## src/hw/rtl/sat_pkg.sv

```systemverilog
// ----------------------------------------------------------------------------
// sat_pkg: shared types and constants of the separating-axis overlap test
// Field widths, load codes, default capacities and the command and status
// bundles that join the controller and the datapath.
// ----------------------------------------------------------------------------
package sat_pkg;

	localparam int FUNC_W = 2;
	localparam int COMP_W = 16;
	localparam int VEC_W  = 3 * COMP_W;
	localparam int PROD_W = 2 * COMP_W;
	localparam int DOT_W  = PROD_W + 3;
	localparam int SEP_W  = 5;

	localparam int MAX_VERTICES_DEF = 16;
	localparam int MAX_AXES_DEF     = 32;

	// Load codes carried in the func field.
	localparam logic [FUNC_W-1:0] FUNC_VERT_A = 2'd0;
	localparam logic [FUNC_W-1:0] FUNC_VERT_B = 2'd1;
	localparam logic [FUNC_W-1:0] FUNC_AXIS   = 2'd2;

	// Commands from the controller to the datapath.
	typedef struct packed {
		logic load;       // a request is accepted this cycle
		logic start;      // the accepted request carries last
		logic ax_lat;     // capture the axis read from the axis store
		logic sw_run;     // one vertex sweep step
		logic k_inc;      // move on to the next axis
		logic sep_found;  // the current axis separates the shapes
		logic res_wr;     // write the result register and clear the load
	} dp_cmd_t;

	// Status from the datapath to the controller.
	typedef struct packed {
		logic empty;      // a shape or the axis list is empty
		logic sw_last;    // the sweep index is on its last vertex
		logic ax_last;    // the current axis is the last one loaded
		logic busy;       // projections are still in flight
		logic sep;        // the two intervals do not overlap
	} dp_sts_t;

endpackage

```

## src/hw/rtl/sat_ctrl.sv

```systemverilog
// ----------------------------------------------------------------------------
// sat_ctrl: controller of the separating-axis overlap test
// Sequences loading, the per-axis vertex sweep and the result handshake.
// ----------------------------------------------------------------------------
module sat_ctrl (
	input  logic             clk,
	input  logic             arst_n,
	input  logic             in_valid,
	input  logic             in_last,
	output logic             in_ready,
	output logic             out_valid,
	input  logic             out_ready,
	output sat_pkg::dp_cmd_t cmd,
	input  sat_pkg::dp_sts_t sts
);
	import sat_pkg::*;

	typedef enum logic [5:0] {
		S_LOAD  = 6'b000001,
		S_AXRD  = 6'b000010,
		S_AXLAT = 6'b000100,
		S_SWEEP = 6'b001000,
		S_DRAIN = 6'b010000,
		S_FIN   = 6'b100000
	} state_t;

	state_t state_q, state_d;
	logic   out_valid_q;
	logic   accept;

	assign in_ready  = (state_q == S_LOAD);
	assign accept    = in_valid && in_ready;
	assign out_valid = out_valid_q;

	always_comb begin
		state_d = state_q;
		cmd     = '0;
		unique case (state_q)
			S_LOAD: begin
				cmd.load  = accept;
				cmd.start = accept && in_last;
				if (accept && in_last) state_d = S_AXRD;
			end
			S_AXRD: begin
				// An empty shape or axis list can not separate anything.
				if (sts.empty) state_d = S_FIN;
				else state_d = S_AXLAT;
			end
			S_AXLAT: begin
				cmd.ax_lat = 1'b1;
				state_d    = S_SWEEP;
			end
			S_SWEEP: begin
				cmd.sw_run = 1'b1;
				if (sts.sw_last) state_d = S_DRAIN;
			end
			S_DRAIN: begin
				if (!sts.busy) begin
					if (sts.sep) begin
						cmd.sep_found = 1'b1;
						state_d       = S_FIN;
					end else if (sts.ax_last) begin
						state_d = S_FIN;
					end else begin
						cmd.k_inc = 1'b1;
						state_d   = S_AXRD;
					end
				end
			end
			S_FIN: begin
				if (!out_valid_q || out_ready) begin
					cmd.res_wr = 1'b1;
					state_d    = S_LOAD;
				end
			end
			default: begin
				state_d = S_LOAD;
			end
		endcase
	end

	always_ff @(posedge clk or negedge arst_n) begin
		if (!arst_n) begin
			state_q     <= S_LOAD;
			out_valid_q <= 1'b0;
		end else begin
			state_q <= state_d;
			if (cmd.res_wr) out_valid_q <= 1'b1;
			else if (out_ready) out_valid_q <= 1'b0;
		end
	end

endmodule

```

## config.mk

```make
export PLATFORM = sky130hd
export DESIGN_NAME = sat_ctrl
export DESIGN_NICKNAME = d
export VERILOG_FILES = /design/src/hw/rtl/sat_pkg.sv /design/src/hw/rtl/sat_ctrl.sv
export SDC_FILE = /design/constraint.sdc
export NUM_CORES = 1
export LEC_CHECK = 0
export BUFFER_PORTS_ARGS = -buffer_cell sky130_fd_sc_hd__buf_4
export CAP_MARGIN = 20
export CORE_AREA = 2 2 39 41
export DETAILED_ROUTE_END_ITERATION = 6
export DIE_AREA = 0 0 41 43
export PLACE_DENSITY = 0.6
export SETUP_SLACK_MARGIN = 0.2
export SYNTH_ARGS = -nofsm -noshare
export SYNTH_HDL_FRONTEND = slang
export SYNTH_SLANG_ARGS = --single-unit
```

## constraint.sdc

```tcl
create_clock -name clk -period 3.3 [get_ports clk]
set_input_delay 0.66 -clock clk [delete_from_list [all_inputs] [get_ports clk]]
set_output_delay 0.66 -clock clk [all_outputs]
set_load 0.05 [all_outputs]
```

==> metrics.txt, run 1 <==
post-synth top area share between 30% and 40%; number of global-route vias before repair approximately 450; critical path's largest stage delay between 0.4 and 0.5 ns; crit path kind reg2out; hold buffers post-CTS 0; Critical Path Sink cmd[5]; CP top delay family simple AND/OR/NAND/NOR gates; clock-pin slew on the worst setup and hold paths about 0.06 ns; Max Slew Vio Count 0; power share of the clock group between 10% and 20%; reg2reg setup slack 1.73 ns; Syn Inst Count 53; fin cells 89; H-Tree Depth 1; Final nets 84; type of origin of the critical path register; Worst-Skew Late Latency 0.25 ns; reg2reg start state_q[1]; DRT iter0 DRCs 9; chip height approximately 43 um; syn_area_per_cell 9.231 sq um; CP Depth 4; power share of the combinational group 52.5%; Die W between 40 and 50 um; placed cell area 631.9 sq um; Post-CTS Setup Bufs 0; Initial DRT Pass Iterations 4; setup_tns 0 ns; RSZ-0062 raised after global routing false; deepest clock path buffer count 2; largest cells by area after synthesis dfrtp_1 31%, dfstp_2 5.4%, nor4_2 5.1%; Ant. Diodes 0; actual slew at the worst max-slew pin around 0.36 ns; P&R area growth vs syn 34.53%; final instance area around 660 sq um; Final setup viols 0; Post-Syn Area slightly below 500 sq um; first-pass GRT wire length 1952 um; Net Sw Frac between 40% and 50%; clk sinks 7; post-CTS sizing 0; PortBufs 18; share of the yosys chip area belonging to registers a little over a third; post-synth net total between 60 and 70; CP bufs+invs 1; core area 1384 sq um; Post-DRT Antenna Nets 0; Max-Slew Margin vs Limit between 70% and 80%; outcome completed; CP arrival roughly 1.8 ns; crit path capture type output pin; Starting Density a little over a third; Yosys reg bits 7; Crit Path Max Fanout 9; Tmin final 2.439 ns; wire length per cell between 10 and 15 um; Root Driver clkbuf_4; Synth area leader dfrtp_1; static leakage 0.3103 nW; Num CTS Buffers 3; I/O pins 19; cell-internal power 0.2531 mW; Peak Freq 410.0 MHz; Slowest-stage cell, CP dfrtp_1; worst min path class in2async; row cnt 14; # DRC 0; CTS tree yes; period utilization between 70% and 80%; Final GP Congestion 0.7752; final hold violation count 0; sequential share of power about 30%; gr usage total between 15 and 20%; vias per inst roughly 5.3; R2R cell count 3; P_sw 0.2012 mW; Max VDD drop about 0.37 mV; reg-to-reg endpoint state_q[1]; Synth warnings 0; CP Cell Sequence nor4_2 > and3b_1 > and3_1 > buf_4; max_cap viols 0; routed wire length roughly 1200 um; share of cells above drive strength 1 a little under two fifths; largest net degree at the start of global routing 10; CP Data Required Time 2.64 ns; DIE AREA 1763 sq um; Distinct cells, synth 33; DP Cell Count 85; CP startpoint state_q[4]; PwrDens roughly 690 nW/um^2; Clock Skews 0.004659 ns; HPWL Detailed about 900 um; total gr overflow 0; via count about 470; initial antenna violation count 0
-- synth_stat cells --
master / n
nor4b_1: 1
o41ai_1: 1
o311ai_0: 1
and2_1: 1
and3_1: 1
nor2b_1: 2
nor4bb_1: 1
o21a_1: 1
o22ai_1: 1
a21o_1: 1
nor3b_1: 1
buf_4: 1
nand3b_1: 2
nor4_1: 1
o211ai_2: 1
a221oi_1: 1
dfstp_2: 1
nor2_1: 5
o21ai_1: 1
nand4b_1: 1
o21ba_1: 1
or3b_2: 1
nor4_2: 2
xor2_1: 1
inv_1: 2
nand2_1: 5
nor3_1: 2
and3b_1: 2
dfrtp_1: 6
nand2b_1: 2
nand3_1: 1
or4_4: 1
buf_2: 1
-- worst min-delay path by stage --
stage          cells after the start         end  slack, ns   start
4_1_cts                            1  state_q[1]       0.21  arst_n
6_report                           1   out_valid       0.21  arst_n
5_1_grt                            1  state_q[1]       0.20  arst_n
3_5_place_dp                       1  state_q[2]       0.48  arst_n
3_3_place_gp                       1  state_q[2]       0.48  arst_n
2_1_floorplan                      0   out_valid       0.36  arst_n
-- stage by stage --
| step | utilization, % | worst slack, ns | power, mW | hold slack (ns) |
|---|---|---|---|---|
| after global routing | 47.56 | 0.7294 | 0.4900 | 0.2024 |
| after CTS | 47.56 | 0.8464 | 0.4589 | 0.2075 |
| after global placement | 45.66 | 1.138 | 0.3776 | 0.4808 |
| after floorplan | - | 0.2385 | 0.3124 | 0.3644 |
| after detailed placement | 45.66 | 1.125 | 0.3777 | 0.4815 |
| final | 47.56 | 0.8607 | 0.4542 | 0.2089 |
-- logic make-up (layout without fill, tap and decap cells) --
logic type | count (synthesis) | in the layout | share of synthesized area (%)
buffers and inverters | 4 | 24 | 4.092
XOR/XNOR | 1 | 1 | 1.791
AO/OA/AOI/OAI | 9 | 9 | 15.35
AND/OR/NAND/NOR | 32 | 32 | 42.71
flip-flops | 7 | 7 | 36.06
-- cell type report --
cell class / count / area (sq um)
fillers: 148 / 725.7
multi-input cells: 42 / 292.8
flip-flops and latches: 7 / 176.4
repair buffers: 18 / 135.1
clock buffers: 4 / 26.28
well taps: 16 / 20.02
inverters: 2 / 7.507
-- routing by layer --
layer,wire (um),vias up,GRT usage (%)
li1,-,242,-
met1,530,215,23.05
met2,554,15,22.50
met3,73,2,7.853
met4,8,0,4.000
met5,0,-,0
-- sequential cells by signal, indices dropped and copies added (netlist names) --
name       cells
out_valid      1
state_q        6
-- worst register-to-register path, cell delays in order, from the launching register on --
cell and delay (ns):
dfrtp_1 0.43, or4_4 0.58, o211ai_2 0.26, o21ba_1 0.18
-- power by group through the flow --
stage / clock (mW) / combinational (mW) / sequential (mW)
floorplan: 0 / 0.180 / 0.132
global placement: 0 / 0.241 / 0.137
detailed placement: 0 / 0.240 / 0.138
CTS: 0.0817 / 0.241 / 0.136
global route: 0.0883 / 0.262 / 0.140
finish: 0.0792 / 0.238 / 0.137
-- cell usage in the layout (no fill, tap or decap), drive strengths merged --
| master | count |
|---|---|
| buf | 18 |
| dfrtp | 6 |
| nor2 | 5 |
| nand2 | 5 |
| clkbuf | 4 |
| nor4 | 3 |
| and3b | 2 |
| inv | 2 |
| nor3 | 2 |
| nand2b | 2 |
| nand3b | 2 |
| nor2b | 2 |
| and3 | 1 |
| or4 | 1 |
| nor3b | 1 |
| and2 | 1 |
| or3b | 1 |
| nand4b | 1 |
| nor4bb | 1 |
| o21ai | 1 |
| o211ai | 1 |
| o21ba | 1 |
| xor2 | 1 |
| nor4b | 1 |
| a221oi | 1 |
| a21o | 1 |
| o311ai | 1 |
| o41ai | 1 |
| nand3 | 1 |
| o21a | 1 |
| o22ai | 1 |
| dfstp | 1 |
No activity file was read; power rests on OpenSTA's default activity.
==> run 2: changes to the inputs <==
==> constraint.sdc (replaced) <==
create_clock -name clk -period 2.5 [get_ports clk]
set_input_delay 0.5 -clock clk [delete_from_list [all_inputs] [get_ports clk]]
set_output_delay 0.5 -clock clk [all_outputs]
set_load 0.05 [all_outputs]
==> metrics.txt, run 2 (synthesis gave the netlist of run 1 again) <==
outcome completed; P&R area growth vs syn 43.73%; gr usage total 15.49% (-1.0 points); max_cap viols 0 (unchanged); type of origin of the critical path register; hold buffers post-CTS 0 (unchanged); Final setup viols 0 (unchanged); actual slew at the worst max-slew pin 0.3710 ns (+0.006493 ns); Clock Skews 0.003568 ns (-0.001091 ns); Ant. Diodes 0 (unchanged); RSZ-0062 raised after global routing false; Most flops, register state_q; max reg flops 6 (unchanged); PortBufs 18 (unchanged); largest net degree at the start of global routing 10 (unchanged); worst min path class in2async; PwrDens 897.1 nW/um^2 (+30%); I/O pins 19 (unchanged); Max VDD drop 0.4655 mV (+25%); final hold violation count 0 (unchanged); Initial DRT Pass Iterations 2 (-2); setup_tns 0 ns (unchanged); DIE AREA 1763 sq um (unchanged); commonest non-fill, non-tap cell in the layout buf_4; Final Util 50.81% (+3.3 points); initial antenna violation count 0 (unchanged); Tmin final roughly 2.2 ns; core area 1384 sq um (unchanged); # DRC 0 (unchanged); total gr overflow 0 (unchanged); crit path capture type output pin; first-pass GRT wire length 1821 um (-6.7%); static leakage 0.3208 nW (+3.4%); Peak Freq between 400 and 500 MHz; Max-Slew Margin vs Limit 75.26% (-0.23 points); Num CTS Buffers 3 (unchanged); pre-CTS setup slack 0.5126 ns (-0.6128 ns); Post-DRT Antenna Nets 0 (unchanged); placed cell area 649.4 sq um (+2.8%); Die W 41 um (unchanged); CP Data Required Time 2.00 ns (-0.64 ns); deepest clock path buffer count 2 (unchanged); period utilization between 80% and 90%; final worst slack 0.3297 ns (-0.5310 ns); Final GP Congestion 0.7270 (-6.2%); Worst-Skew Late Latency 0.25 ns (about the same); clk sinks 7 (unchanged); vias per inst 5.378 (+0.98%); DRT iter0 DRCs 2 (-7); crit path kind reg2out; Max Slew Vio Count 0 (unchanged); CTS tree yes; routed wire length 1097 um (-5.9%); wire length per cell 12.19 um (-7.0%); Root Driver clkbuf_4; row cnt 14 (unchanged); HPWL Detailed 852.5 um (-4.5%); CP arrival 1.67 ns (-0.11 ns); share of cells above drive strength 1 45.95% (+9.0 points); Final nets 85 (+1.2%); via count 484 (+2.1%); Starting Density 35.35% (unchanged); clock-pin slew on the worst setup and hold paths 0.05 ns (about the same); commonest non-fill, non-tap cells in the layout 19 x buf_4, 5 x nor2_1, 5 x nand2_1; final instance area 703.2 sq um (+6.8%); Crit Path Max Fanout 9 (unchanged); number of global-route vias before repair 452 (-0.44%); H-Tree Depth 1 (unchanged); chip height 43 um (unchanged)
[run 2: worst paths after layout]
check / from / to / slack (ns) / cells past startpoint
min in group clk: sts[4] / state_q[2] / 0.40 / 2
max: state_q[4] / cmd[5] / 0.33 / 4
min: arst_n / state_q[2] / 0.05 / 1
min reg2reg: out_valid / out_valid / 0.55 / 2
max reg2reg: state_q[3] / state_q[1] / 0.92 / 3
max in group asynchronous: arst_n / state_q[0] / 2.25 / 1
[run 2: cell type report]
class / instances / area (sq um)
multi-input cells: 42 / 327.8
fillers: 134 / 680.7
inverters: 2 / 7.507
well taps: 16 / 20.02
flip-flops and latches: 7 / 178.9
clock buffers: 4 / 26.28
repair buffers: 19 / 142.6
[run 2: critical path, cell delays in order, from the launching register on]
cell and delay [ns]:
dfrtp_2 0.47, nor4_4 0.33, and3b_2 0.27, and3_1 0.16, buf_4 0.19
[run 2: what timing repair did]
action | 4_1_cts | 5_1_grt
hold endpoints to repair | 0 | 0
gates resized for setup | 0 | 4
endpoints found under the setup margin | 0 | 5
buffers inserted | 0 | 1
[run 2: layer usage]
layer | vias up | track usage, % | wire length (um)
li1 | 240 | - | -
met1 | 231 | 18.81 | 473
met2 | 13 | 25.31 | 552
met3 | 0 | 7.853 | 70
met4 | 0 | 0 | 0
met5 | - | 0 | 0
[run 2: report_power, final]
part           internal [mW]  total, mW  switching [mW]  leakage, nW
sequential             0.143      0.189          0.0463       0.0894
clock                 0.0609      0.103          0.0421       0.0150
combinational          0.151      0.339           0.188        0.216
total                  0.355      0.631           0.276        0.321
[run 2: per-stage QoR]
step	power, mW	hold WS (ns)	cells
floorplan	0.4174	0.2044	53
global placement	0.5045	0.3194	85
detailed placement	0.5039	0.3183	85
CTS	0.6078	0.05326	89
global route	0.6686	0.04731	90
finish	0.6308	0.04918	90
==> run 3: changes to the inputs <==
--- a/config.mk
+++ b/config.mk
@@ -10,7 +10,8 @@
 export CORE_AREA = 2 2 39 41
 export DETAILED_ROUTE_END_ITERATION = 6
 export DIE_AREA = 0 0 41 43
-export PLACE_DENSITY = 0.6
+export PLACE_DENSITY = 0.72
+export RECOVER_POWER = 50
 export SETUP_SLACK_MARGIN = 0.2
 export SYNTH_ARGS = -nofsm -noshare
 export SYNTH_HDL_FRONTEND = slang
==> metrics.txt, run 3 (synthesis gave the netlist of run 1 again) <==
chip height 43 um (unchanged); Worst-Skew Late Latency 0.26 ns (about the same); setup_tns 0 ns (unchanged); actual slew at the worst max-slew pin 0.5929 ns (+0.2218 ns); Ant. Diodes 0 (unchanged); P&R area growth vs syn 41.94%; static leakage 0.3145 nW (-2.0%); number of global-route vias before repair 399 (-12%); final worst slack 0.2730 ns (-0.05668 ns); type of origin of the critical path register; worst min path class in2async; gr usage total 14.95% (-0.54 points); DRT iter0 DRCs 13 (+11); vias per inst 5.622 (+4.5%); Max VDD drop 0.4086 mV (-12%); Starting Density 35.35% (unchanged); CP Data Required Time 2.00 ns (about the same); initial antenna violation count 0 (unchanged); CTS tree yes; Num CTS Buffers 3 (unchanged); H-Tree Depth 1 (unchanged); clk sinks 7 (unchanged); CP startpoint state_q[2]; crit path capture type output pin; max reg flops 6 (unchanged); HPWL Detailed 857.2 um (+0.55%); outcome completed; first-pass GRT wire length 1697 um (-6.8%); clock-pin slew on the worst setup and hold paths 0.06 ns (about the same); Crit Path Max Fanout 7 (-2); Max Slew Vio Count 0 (unchanged); I/O pins 19 (unchanged); reg2reg start state_q[1]; final hold slack 0.1375 ns (+0.08835 ns); Root Driver clkbuf_4; share of cells above drive strength 1 41.89% (-4.1 points); Clock Skews 0.006648 ns (+0.003080 ns); total gr overflow 0 (unchanged); Tmin final 2.227 ns (+0.05668 ns); largest net degree at the start of global routing 10 (unchanged); deepest clock path buffer count 2 (unchanged); row cnt 14 (unchanged); pre-CTS setup slack 0.4911 ns (-0.02147 ns); Final setup viols 0 (unchanged); via count 506 (+4.5%); routed wire length 1259 um (+15%); Initial DRT Pass Iterations 4 (+2); CP arrival 1.73 ns (+0.06 ns); Final nets 85 (unchanged); # DRC 0 (unchanged); Peak Freq 449.0 MHz (-2.5%); wire length per cell 13.99 um (+15%); Max-Slew Margin vs Limit 60.65% (-15 points); final hold violation count 0 (unchanged); Final GP Congestion 0.7753 (+6.6%); PwrDens 927.8 nW/um^2 (+3.4%); DIE AREA 1763 sq um (unchanged); PortBufs 18 (unchanged); commonest non-fill, non-tap cell in the layout buf_4; Die W 41 um (unchanged); Final Util 50.18% (-0.63 points); Most flops, register state_q; core area 1384 sq um (unchanged); crit path kind reg2out; period utilization 89.08% (+2.3 points); max_cap viols 0 (unchanged); RSZ-0062 raised after global routing true; commonest non-fill, non-tap cells in the layout 17 x buf_4, 5 x nor2_1, 5 x nand2_1, 5 x dfrtp_1; Post-DRT Antenna Nets 0 (unchanged)
## run 3: cell types whose count changed in the layout (fill, tap and decap cells not counted)
cell      before  now
dfrtp_2        2    1
clkbuf_1       1    3
buf_4         19   17
dfrtp_1        4    5
## run 3: report_power, final
part / switching (mW) / internal, mW / total, mW
registers: 0.0464 / 0.142 / 0.188
logic: 0.195 / 0.149 / 0.345
clock network: 0.0500 / 0.0615 / 0.111
total: 0.292 / 0.353 / 0.644
## run 3: worst paths after layout
kind	cells after the start	endpoint	slack (ns)
setup / recovery	5	cmd[0]	0.27
max in group asynchronous	1	state_q[0]	2.04
setup reg to reg	3	state_q[1]	0.90
min in group clk	2	state_q[2]	0.40
hold reg to reg	2	out_valid	0.55
hold / removal	1	state_q[3]	0.14
## run 3: cell type report
class                   instances  area [sq um]
fillers                       142         689.4
multi-input cells              42         327.8
flip-flops and latches          7         177.7
repair buffers                 19         135.1
clock buffers                   4         26.28
well taps                      16         20.02
inverters                       2         7.507
## run 3: worst max-delay path, stage by stage, from the launching register on
cell and delay [ns]:
dfrtp_1 0.49, nor4_4 0.34, buf_4 0.17, nand3b_1 0.12, nor2b_1 0.14, buf_4 0.20
## run 3: repair_timing
| action | 4_1_cts | 5_1_grt |
|---|---|---|
| endpoints found under the setup margin | 0 | 4 |
| buffers inserted | 0 | 1 |
| endpoints found under the hold margin | 0 | 0 |
| hold buffers | 0 | 0 |
| resized for setup | 0 | 3 |
## run 3: through the flow
step	cells	power, mW	instance area [sq um]
finish	90	0.6443	694.4
CTS	89	0.6123	675.6
detailed placement	85	0.5019	649.4
global route	90	0.6810	694.4
floorplan	53	0.4174	506.7
global placement	85	0.4987	649.4
## run 3: per-layer routing
metal,GRT usage (%),up-vias,share of wire (%)
li1,-,241,-
met1,19.67,230,44
met2,20.94,25,49
met3,9.424,10,5.6
met4,2.000,0,2.0
met5,0,-,0
